==> src/hw/rtl/gpc_pkg.sv <==
// Shared constants and types for the grid path counter.
`default_nettype none

package gpc_pkg;

  // Coordinate and count widths
  localparam int COORD_BITS = 4;
  localparam int COUNT_BITS = 48;
  localparam int CELLS      = 1 << COORD_BITS;

  // Stream payload widths (whole bytes)
  localparam int IN_FIELDS_BITS = 4 * COORD_BITS;
  localparam int IN_DATA_BITS   = ((IN_FIELDS_BITS + 7) / 8) * 8;
  localparam int OUT_DATA_BITS  = ((COUNT_BITS + 7) / 8) * 8;

  localparam logic [COUNT_BITS-1:0] COUNT_MAX = {COUNT_BITS{1'b1}};
  localparam logic [COUNT_BITS-1:0] COUNT_ONE = COUNT_BITS'(1);

  // Sequencer states
  typedef enum logic [3:0] {
    ST_IDLE = 4'b0001,
    ST_ADD1 = 4'b0010,
    ST_ADD2 = 4'b0100,
    ST_DONE = 4'b1000
  } gpc_state_t;

  // Datapath control from the sequencer
  typedef struct packed {
    logic                  add1;       // first add: right + below
    logic                  add2;       // second add: partial + diagonal, store
    logic                  clear;      // zero the result (no path possible)
    logic                  seed;       // cell is the exit: value one
    logic                  use_right;
    logic                  use_below;
    logic                  use_diag;
    logic [COORD_BITS-1:0] col;
  } gpc_dp_ctl_t;

endpackage

`default_nettype wire

==> src/hw/rtl/gpc_sat_add.sv <==
// Shared saturating adder for the path counts.
`default_nettype none

module gpc_sat_add (
  input  wire logic [gpc_pkg::COUNT_BITS-1:0] op_a,
  input  wire logic [gpc_pkg::COUNT_BITS-1:0] op_b,
  output logic      [gpc_pkg::COUNT_BITS-1:0] sum
);

  logic [gpc_pkg::COUNT_BITS:0] raw;

  // Add with carry out, clamp on overflow
  always_comb begin
    raw = {1'b0, op_a} + {1'b0, op_b};
    sum = raw[gpc_pkg::COUNT_BITS] ? gpc_pkg::COUNT_MAX : raw[gpc_pkg::COUNT_BITS-1:0];
  end

endmodule

`default_nettype wire

==> src/hw/rtl/gpc_dp.sv <==
// Path count datapath: row buffer, operand registers and the shared adder.
`default_nettype none

module gpc_dp (
  input  wire logic                           clk,
  input  wire gpc_pkg::gpc_dp_ctl_t           ctl,
  output logic      [gpc_pkg::COUNT_BITS-1:0] count
);

  // Counts of the row below, indexed by column
  logic [gpc_pkg::COUNT_BITS-1:0] row_r [gpc_pkg::CELLS];
  logic [gpc_pkg::COUNT_BITS-1:0] acc_r, acc_nxt;
  logic [gpc_pkg::COUNT_BITS-1:0] right_r;
  logic [gpc_pkg::COUNT_BITS-1:0] diag_r;
  logic [gpc_pkg::COUNT_BITS-1:0] below;
  logic [gpc_pkg::COUNT_BITS-1:0] op_a, op_b, sum;

  // Pick adder operands for the current phase
  always_comb begin
    below = row_r[ctl.col];
    if (ctl.add1) begin
      if (ctl.seed) begin
        op_a = gpc_pkg::COUNT_ONE;
      end else begin
        op_a = ctl.use_right ? right_r : '0;
      end
      op_b = ctl.use_below ? below : '0;
    end else begin
      op_a = acc_r;
      op_b = ctl.use_diag ? diag_r : '0;
    end
  end

  gpc_sat_add u_add (
    .op_a (op_a),
    .op_b (op_b),
    .sum  (sum)
  );

  // Hold the partial sum, zero it when no path exists
  always_comb begin
    acc_nxt = acc_r;
    if (ctl.clear) begin
      acc_nxt = '0;
    end else if (ctl.add1 || ctl.add2) begin
      acc_nxt = sum;
    end
  end

  // Store the finished cell, keep the old entry as the next diagonal
  always_ff @(posedge clk) begin
    acc_r <= acc_nxt;
    if (ctl.add2) begin
      row_r[ctl.col] <= sum;
      right_r        <= sum;
      diag_r         <= below;
    end
  end

  assign count = acc_r;

endmodule

`default_nettype wire

==> src/hw/rtl/gpc_ctrl.sv <==
// Sequencer: walks the grid cells from the exit back to the start.
`default_nettype none

module gpc_ctrl (
  input  wire logic                           clk,
  input  wire logic                           rst_n,
  input  wire logic                           req_valid,
  input  wire logic [gpc_pkg::COORD_BITS-1:0] start_row,
  input  wire logic [gpc_pkg::COORD_BITS-1:0] start_col,
  input  wire logic [gpc_pkg::COORD_BITS-1:0] exit_row,
  input  wire logic [gpc_pkg::COORD_BITS-1:0] exit_col,
  input  wire logic                           out_free,
  output logic                                req_ready,
  output logic                                deliver,
  output gpc_pkg::gpc_dp_ctl_t                ctl
);

  gpc_pkg::gpc_state_t state_r, state_nxt;
  logic [gpc_pkg::COORD_BITS-1:0] a_r, a_nxt;
  logic [gpc_pkg::COORD_BITS-1:0] b_r, b_nxt;
  logic [gpc_pkg::COORD_BITS-1:0] m_r, m_nxt;
  logic [gpc_pkg::COORD_BITS-1:0] n_r, n_nxt;
  logic                           has_path;

  // A path exists only when the exit lies below-right and is not the start
  assign has_path = (exit_row >= start_row) && (exit_col >= start_col) &&
                    !((exit_row == start_row) && (exit_col == start_col));

  // Next state and cell position
  always_comb begin
    state_nxt = state_r;
    a_nxt     = a_r;
    b_nxt     = b_r;
    m_nxt     = m_r;
    n_nxt     = n_r;
    req_ready = 1'b0;
    deliver   = 1'b0;

    ctl           = '0;
    ctl.col       = b_r;
    ctl.seed      = (a_r == m_r) && (b_r == n_r);
    ctl.use_right = (b_r != n_r);
    ctl.use_below = (a_r != m_r);
    ctl.use_diag  = (b_r != n_r) && (a_r != m_r);

    case (state_r)
      gpc_pkg::ST_IDLE: begin
        req_ready = 1'b1;
        if (req_valid) begin
          if (has_path) begin
            m_nxt     = exit_row - start_row;
            n_nxt     = exit_col - start_col;
            a_nxt     = exit_row - start_row;
            b_nxt     = exit_col - start_col;
            state_nxt = gpc_pkg::ST_ADD1;
          end else begin
            ctl.clear = 1'b1;
            state_nxt = gpc_pkg::ST_DONE;
          end
        end
      end
      gpc_pkg::ST_ADD1: begin
        ctl.add1  = 1'b1;
        state_nxt = gpc_pkg::ST_ADD2;
      end
      gpc_pkg::ST_ADD2: begin
        ctl.add2 = 1'b1;
        // Advance right to left, then up one row
        if (b_r == '0) begin
          if (a_r == '0) begin
            state_nxt = gpc_pkg::ST_DONE;
          end else begin
            a_nxt     = a_r - 1'b1;
            b_nxt     = n_r;
            state_nxt = gpc_pkg::ST_ADD1;
          end
        end else begin
          b_nxt     = b_r - 1'b1;
          state_nxt = gpc_pkg::ST_ADD1;
        end
      end
      gpc_pkg::ST_DONE: begin
        // Hand the count over once the output slot is free
        if (out_free) begin
          deliver   = 1'b1;
          state_nxt = gpc_pkg::ST_IDLE;
        end
      end
      default: begin
        state_nxt = gpc_pkg::ST_IDLE;
      end
    endcase
  end

  always_ff @(posedge clk) begin
    if (!rst_n) begin
      state_r <= gpc_pkg::ST_IDLE;
    end else begin
      state_r <= state_nxt;
    end
  end

  always_ff @(posedge clk) begin
    a_r <= a_nxt;
    b_r <= b_nxt;
    m_r <= m_nxt;
    n_r <= n_nxt;
  end

  // Each first add is followed by its second add
  assert property (@(posedge clk) disable iff (!rst_n)
    (state_r == gpc_pkg::ST_ADD1) |=> (state_r == gpc_pkg::ST_ADD2))
    else $error("first add not followed by second add");

  // The walk stays inside the rectangle between start and exit
  assert property (@(posedge clk) disable iff (!rst_n)
    ((state_r == gpc_pkg::ST_ADD1) || (state_r == gpc_pkg::ST_ADD2)) |->
    ((a_r <= m_r) && (b_r <= n_r)))
    else $error("cell position outside the grid");

  // A finished count waits while the output slot is taken
  assert property (@(posedge clk) disable iff (!rst_n)
    ((state_r == gpc_pkg::ST_DONE) && !out_free) |=> (state_r == gpc_pkg::ST_DONE))
    else $error("count dropped while output busy");

endmodule

`default_nettype wire

==> src/hw/rtl/grid_path_count_backtracking.sv <==
// Top level of the grid path counter: stream ports and output register.
//
//  channel  | direction | tdata (low bit up)                          | tuser
//  ---------+-----------+---------------------------------------------+----------------
//  in_      | request   | start_row, start_col, exit_row, exit_col    | -
//  out_     | result    | path_count                                  | count_saturated
//
//  For an item with a path, R and C being the row and column distance to the
//  exit, one shared adder does two adds per grid cell over (R+1)*(C+1) cells.
//  An item with no path (start on or past the exit) skips the adds and yields zero.
//  in_tready is high only while the sequencer is idle; the output register lets
//  the next request in while a result waits for out_tready.
//  Synchronous active-low reset clears the sequencer and the output valid.
`default_nettype none

module grid_path_count_backtracking (
  input  wire logic                              clk,
  input  wire logic                              rst_n,
  input  wire logic                              in_tvalid,
  output logic                                   in_tready,
  // start_row[3:0], start_col[7:4], exit_row[11:8], exit_col[15:12]
  input  wire logic [gpc_pkg::IN_DATA_BITS-1:0]  in_tdata,
  output logic                                   out_tvalid,
  input  wire logic                              out_tready,
  // path_count[47:0]
  output logic      [gpc_pkg::OUT_DATA_BITS-1:0] out_tdata,
  // count_saturated[0]
  output logic      [0:0]                        out_tuser
);

  localparam int CB = gpc_pkg::COORD_BITS;

  logic                             out_valid_r;
  logic [gpc_pkg::COUNT_BITS-1:0]   out_count_r;
  logic                             out_sat_r;
  logic                             out_free;
  logic                             deliver;
  logic [gpc_pkg::COUNT_BITS-1:0]   count;
  gpc_pkg::gpc_dp_ctl_t             ctl;

  assign out_free = !out_valid_r || out_tready;

  gpc_ctrl u_ctrl (
    .clk       (clk),
    .rst_n     (rst_n),
    .req_valid (in_tvalid),
    .start_row (in_tdata[CB-1:0]),
    .start_col (in_tdata[2*CB-1:CB]),
    .exit_row  (in_tdata[3*CB-1:2*CB]),
    .exit_col  (in_tdata[4*CB-1:3*CB]),
    .out_free  (out_free),
    .req_ready (in_tready),
    .deliver   (deliver),
    .ctl       (ctl)
  );

  gpc_dp u_dp (
    .clk   (clk),
    .ctl   (ctl),
    .count (count)
  );

  // Output valid: set on delivery, drop when taken
  always_ff @(posedge clk) begin
    if (!rst_n) begin
      out_valid_r <= 1'b0;
    end else if (deliver) begin
      out_valid_r <= 1'b1;
    end else if (out_tready) begin
      out_valid_r <= 1'b0;
    end
  end

  // Capture the count and its saturation flag
  always_ff @(posedge clk) begin
    if (deliver) begin
      out_count_r <= count;
      out_sat_r   <= (count == gpc_pkg::COUNT_MAX);
    end
  end

  assign out_tvalid = out_valid_r;
  assign out_tdata  = gpc_pkg::OUT_DATA_BITS'(out_count_r);
  assign out_tuser  = out_sat_r;

endmodule

`default_nettype wire
==> config.mk <==
export PLATFORM = sky130hd
export DESIGN_NAME = grid_path_count_backtracking
export DESIGN_NICKNAME = d
export VERILOG_FILES = /design/src/hw/rtl/gpc_pkg.sv /design/src/hw/rtl/gpc_sat_add.sv /design/src/hw/rtl/gpc_dp.sv /design/src/hw/rtl/gpc_ctrl.sv /design/src/hw/rtl/grid_path_count_backtracking.sv
export SDC_FILE = /design/constraint.sdc
export NUM_CORES = 1
export LEC_CHECK = 0
export BUFFER_PORTS_ARGS = -buffer_cell sky130_fd_sc_hd__buf_2
export CAP_MARGIN = 20
export CORE_MARGIN = 2
export CORE_UTILIZATION = 45
export CTS_CLUSTER_SIZE = 10
export DETAILED_ROUTE_END_ITERATION = 16
export SYNTH_ARGS = -nofsm -noshare
export SYNTH_HDL_FRONTEND = slang
export SYNTH_HIERARCHICAL = 1
export SYNTH_SLANG_ARGS = --single-unit
==> constraint.sdc <==
create_clock -name clk -period 18.3 [get_ports clk]
set_clock_uncertainty 0.15 [all_clocks]
set_input_delay 3.66 -clock clk [delete_from_list [all_inputs] [get_ports clk]]
set_output_delay 3.66 -clock clk [all_outputs]
set_load 0.02 [all_outputs]
**After elaboration in Yosys (flattened, before gate mapping)**

Memory sizes are Yosys's and may differ from the RTL's. A register that Yosys moved wholly into a read port is not among the register bits.
Cells that the tools add are included.

- Flip-flop bits (word level): 214
- Bits in latches: 0
- Memory bits (writable): 768
- Bits in read-only memories: 0
- Bits of input ports: 20
- Output and inout port bits: 51
- Logic and storage cells: 89
- Memories kept: 1

Memories:

| name | words | width | rd ports | clocked after memory_dff | write ports | line | text |
|---|---|---|---|---|---|---|---|
| u_dp.row_r | 16 | 48 | 1 | 1 | 1 | gpc_dp.sv:11 | `logic [gpc_pkg::COUNT_BITS-1:0] row_r [gpc_pkg::CELLS];` |

- Add/sub/neg operators: 5
- Multipliers: 0
- Divide/modulo/power cells: 0
- $lt $le $gt $ge: 2
- Equal/unequal tests: 17
- Shift operators: 0
- Multiplexer cells: 36
- Bitwise gates (word level): 0
- Reductions and logical operators: 17

Operators by type and width:

| cell | count |
|---|---|
| $mux W48 | 7 |
| $mux W4 | 14 |
| $add A48 B48 Y49 | 1 |
| $eq A48 B48 Y1 const B | 1 |
| $eq A4 B4 Y1 | 4 |
| $pmux W4 S2 | 2 |
| $pmux W4 S4 | 1 |
| $mux W1 | 12 |
| $ge A4 B4 Y1 | 2 |
| $logic_not A4 Y1 | 2 |
| $ne A4 B4 Y1 | 2 |
| $sub A4 B1 Y4 const B | 2 |
| $sub A4 B4 Y4 | 2 |
| $ne A2 B2 Y1 const B | 3 |
| $logic_and A1 B1 Y1 | 5 |
| $reduce_and A5 Y1 | 1 |
| $eq A4 B1 Y1 const B | 1 |
| $eq A4 B2 Y1 const B | 1 |
| $eq A4 B3 Y1 const B | 1 |
| $eq A4 B4 Y1 const B | 1 |
| $ne A2 B1 Y1 const B | 2 |
| $reduce_and A4 Y1 | 1 |
| $reduce_bool A2 Y1 | 2 |
| $ne A3 B3 Y1 const B | 1 |
| 4 further kinds | 6 |

**Longest topological paths before layout**

- Word-level depth: 8
- Gate-level depth with buffers: 22
- Mapped depth without buffers: 19

**Modules after synthesis**

Netlist, hierarchy kept.

Modules (own cells, without submodules):

| module | instances | cells each | area an instance (um2) | sequential area each (um2) |
|---|---|---|---|---|
| gpc_dp | 1 | 1726 | 35520.3 | 26905.8 |
| gpc_sat_add | 1 | 444 | 2952.8 | 0.0 |
| grid_path_count_backtracking | 1 | 69 | 1609.0 | 1491.4 |
| gpc_ctrl | 1 | 145 | 1408.9 | 560.5 |

**Least setup slack after synthesis**

No wires, ideal clock.

- Path kind: register to register
- Start: reg u_ctrl.state_r[3]
- End: mem u_dp/row_r[0][0] (netlist bit) (enable)
- Library setup time: 513 ps
- Arrival: 5953 ps
- Data required time: 17637 ps
- Setup slack: 11684 ps
- Stages on the path, launching flop included: 5
- Buffers on the path: 1
- Clock period less this slack: 6616 ps
- Cells stage by stage: dfxtp_1 > nor4b_4 > buf_2 > or3b_1 > nor3_1

RTL lines:

| what | line | text |
|---|---|---|
| start, declared | gpc_ctrl.sv:18 | `gpc_pkg::gpc_state_t state_r, state_nxt;` |
| start signal, assigned | gpc_ctrl.sv:97 | `state_r <= gpc_pkg::ST_IDLE;` |
| start signal, assigned | gpc_ctrl.sv:99 | `state_r <= state_nxt;` |
| end, declared | gpc_dp.sv:11 |  |

**Final worst setup path**

- Start: reg u_ctrl/b_r[0] (netlist bit)
- End: reg u_dp.acc_r (netlist bit u_dp/count[46])

- Word-level cells in the longest chain between the ends: 6
- Elaborated cells between the ends (all ways): 11
- Classes of those cells: add/sub (1); eq/ne (2); mux (6); reduce/logical (2)

RTL lines:

| what | line | text |
|---|---|---|
| start, declared | gpc_ctrl.sv:20 | `logic [gpc_pkg::COORD_BITS-1:0] b_r, b_nxt;` |
| start signal, assigned | gpc_ctrl.sv:105 | `b_r <= b_nxt;` |
| $ne A4 B4 Y1 | gpc_ctrl.sv:44 | `ctl.use_diag = (b_r != n_r) && (a_r != m_r);` |
| $logic_and A1 B1 Y1 | gpc_ctrl.sv:44 |  |
| $mux W48 | gpc_dp.sv:30 | `op_b = ctl.use_diag ? diag_r : '0;` |
| $mux W48 | gpc_dp.sv:21 | `if (ctl.add1) begin` |
| net u_dp.op_b, one bit | gpc_dp.sv:16 | `logic [gpc_pkg::COUNT_BITS-1:0] op_a, op_b, sum;` |
| $add A48 B48 Y49 | gpc_sat_add.sv:14 | `raw = {1'b0, op_a} + {1'b0, op_b};` |
| $mux W48 | gpc_sat_add.sv:15 | `sum = raw[gpc_pkg::COUNT_BITS] ? gpc_pkg::COUNT_MAX : raw[gpc_pkg::COUNT_BITS-1:0];` |
| net u_dp.sum, one bit | gpc_dp.sv:16 |  |
| end signal, assigned | gpc_dp.sv:52 | `acc_r <= acc_nxt;` |
| end, declared | gpc_dp.sv:12 | `logic [gpc_pkg::COUNT_BITS-1:0] acc_r, acc_nxt;` |

The timed path passes the listed nets, and every way through them passes these cells.
A chain may end at the register's enable or synchronous reset.

==> results by group <==
Cells and area
  – Area grow syn2layout: 12.1%
  – Non-Filler Instances: 3782
  – NumNets Final: 2581
  – Layout cells sized above 1: 0.196
  – Fin util: 0.508
  – Fillcell total: 7338
  – Most common cell after layout, fill and taps aside: edfxtp_1
  – Most frequent cells in the layout: edfxtp_1, nand2_1, mux4_2, mux2i_1, a21oi_1
  – Design area: 46500 um^2

Detailed routing
  – DRC marker count from the first detailed-route iteration: 2361
  – WL/cell: 28.4 um
  – Residual DRC: 0
  – Total wire length: 107000 um
  – Vias: roughly 23000
  – Drt first pass iters: 7
  – Drt via density: roughly 6.1
  – Antenna-violating nets left: 0

Logic synthesis
  – Synth Area in XOR/XNOR: 0.0110
  – Main synth FF type: edfxtp_1
  – Post-synth EDFFs: 929
  – Post-Syn Area: 41500 um^2
  – Post-Syn Instances: ~2400
  – Synth Area in Compound Gates: 0.0685
  – Cell taking the most area after synthesis: edfxtp_1
  – Synth Area in Adders: 0.0189
  – Yosys top cell area share: 0.672
  – Synth warnings: 6
  – Synth Register Bits: 982
  – Cell variety after synth: 77
  – Cells taking the most area after synthesis: edfxtp_1, mux4_2, mux2i_1, dfxtp_1, nand2_1
  – Mean Syn Cell Area: 17.4 um^2
  – Largest family of logic cells by synthesized area: multiplexers
  – Seq/Total Area, Yosys: 0.698
  – Synth async-reset ratio: 0
  – Post-Syn Nets: 2465
  – Post-synthesis mux area share: 0.140
  – Simple-gate share of the synthesized area: 0.0436

STA
  – Setup total negative slack: 0 ns
  – Final min period: 7.45 ns
  – # setup viols final: 0
  – Slew @ Worst Pin: 1.14 ns
  – Slew margin rel.: 0.239
  – Hold Violations, Final: 0
  – Fmax: 0.134 GHz
  – RSZ-0062 raised after global routing: false
  – Max Slew Vio Count: 0
  – Fin crit share: 0.407

Global route
  – GRT overflow: 0
  – Largest net degree at the start of global routing: 56
  – Vias in the first global route: approximately 23000
  – First-pass GRT wire length: 157000 um
  – Initial antenna violation count: 0
  – Gr usage total: 0.227

CTS
  – CTS tree: done
  – Clock latency on the worst-skew pair: 0.67 ns
  – Post-CTS sizing: 0
  – CTS clk-pin slew, worst paths: 0.06 ns
  – Number of buffers created by CTS: ~110
  – CTS sink count: 982
  – Setup bufs post-CTS: 0
  – Clock Tree Buf Depth: 3
  – H-tree depth: 3
  – Hold_buf cts: 0
  – Root Driver: clkbuf_16

Placement
  – HPWL Detailed: 60600 um
  – Port bufs: 70
  – Routability cong.: roughly 0.87
  – Placed insts: about 3600
  – Placed cell areas: 43300 um^2

Worst setup path
  – Crit end category: flip-flop
  – Startpoint Class: flip-flop
  – CP delay by family, top: buffers and inverters
  – CP dominant cell by count: buf_4
  – CP arrival: 7.90 ns
  – Slowest CP cell: buf_4
  – Slowest cell delay on critical path: 0.81 ns
  – Worst EP required: 18.75 ns
  – CP max FO: 43
  – Worst path cell trace: buf_4 -> buf_4 -> buf_4 -> mux4_2 -> a22oi_1 -> o211ai_1 -> ha_1 -> o211ai_1 -> nor2_1 -> o2111ai_1 -> a2111o_1 -> a21o_1 -> a211o_2 -> buf_4 -> nor2b_1 -> a31oi_1 -> buf_4 -> nand2_1 -> a21oi_1
  – WP buf/inv: 5
  – Crit Path Class: reg2reg

Power and ir drop
  – Max rail drop VDD: roughly 75 uV
  – Leakage: 0.0155 uW
  – Total power: 5150 uW
  – Pwr Density: 111 nW/um^2

Flow run
  – Max-Cap Viols: 0

Floorplan
  – Die Wd: approximately 300 um
  – Core region area: 91500 um^2
  – Die Height: 308 um
  – Core Rows: 111
  – Top Ports: between 70 and 80
  – Starting Density: 0.453
  – Die Area: 94600 um^2

Hold path
  – Hold Path Class: reg2reg

Outcome
  – Run status: complete, no violations
-- sequential cells by signal (all words and copies together), names as in the netlist, 48 cells and up --
register / cells
u_dp/row_r: 768
out_tdata: 48
u_dp/count: 48
u_dp/diag_r: 48
u_dp/right_r: 48
-- cells by family after synthesis --
family / after synthesis
flip-flops: 982
buffers and inverters: 159
AND/OR/NAND/NOR: 400
adder cells (fa/ha/maj): 61
multiplexers: 340
AO/OA/AOI/OAI: 390
XOR/XNOR: 52
-- metal layers --
layer  vias up  global-route usage  share of wire  routed length [um]
met5         -                   0              0                   0
met4         0              0.0585          0.021                2260
met3       160              0.0306          0.072                7700
met2       941               0.363           0.48               51000
met1     12000               0.329           0.43               46300
li1       9852                   -              -                   -
-- worst paths after layout --
kind,from,end,slack [ns],depth (start not counted)
worst max-delay path,u_ctrl/b_r[0],u_dp/count[46],10.85,19
worst min register to register,u_dp/count[1],u_dp/count[1],0.36,2
worst max register to register,u_ctrl/b_r[0],u_dp/count[46],10.85,19
worst min-delay path,u_dp/count[1],u_dp/count[1],0.36,2
-- worst register-to-register path, stage by stage, from the launching register on --
cell,delay [ns]
edfxtp_1,0.32
buf_4,0.59
buf_4,0.85
buf_4,0.85
mux4_2,0.61
a22oi_1,0.20
o211ai_1,0.16
ha_1,0.45
o211ai_1,0.12
nor2_1,0.13
o2111ai_1,0.22
a2111o_1,0.45
a21o_1,0.23
a211o_2,0.64
buf_4,0.36
nor2b_1,0.19
a31oi_1,0.38
buf_4,0.27
nand2_1,0.06
a21oi_1,0.16
-- stage by stage --
step           hold WS (ns)  setup slack [ns]
2_1_floorplan         0.302             11.68
3_3_place_gp          0.343             10.57
3_5_place_dp          0.349             10.44
4_1_cts               0.362             10.41
5_1_grt               0.384             10.44
6_report              0.361             10.85
-- cell type report --
| class | count | area (um^2) | share of cell area |
|---|---|---|---|
| Multi-Input combinational cell | 1243 | 11900 | 0.255 |
| Antenna cell | 1 | 2.50 | 0.0000538 |
| Sequential cell | 982 | 29000 | 0.623 |
| Inverter | 36 | 135 | 0.00291 |
| Clock inverter | 7 | 87.6 | 0.00188 |
| Tap cell | 1186 | 1480 | 0.0319 |
| Clock buffer | 199 | 3110 | 0.0668 |
| Timing Repair Buffer | 128 | 871 | 0.0187 |
-- where the power goes --
group	leakage [uW]	switching, uW	total, uW	internal (uW)
registers	0.00882	23.6	2630	2610
logic	0.00521	369	531	162
clock network	0.00151	841	1990	1150
total	0.0155	1230	5150	3920
-- Yosys cell counts (4+ instances only) --
cell and number:
a21oi_1 113, mux2i_1 145, nand4_1 20, nand2_1 235, o21a_1 8, mux4_2 192, o211ai_1 54, nor4_1 5
buf_6 15, a22oi_1 19, ha_1 58, edfxtp_1 929, xnor2_1 26, nor2_1 51, buf_1 5, buf_2 50
clkbuf_1 39, dfxtp_1 53, o21ai_0 27, nand2b_1 6, and3_1 11, nand3_1 17, a21o_1 26, a211oi_1 4
o21ai_1 6, a22o_1 47, inv_1 36, and2_1 7, buf_4 12, o31ai_1 4, a22oi_2 29, o21bai_1 12
xor2_1 26, a31oi_1 9, nor3_1 15, nor2b_1 9, nor3b_1 5
(Power assumes the default switching activity.)
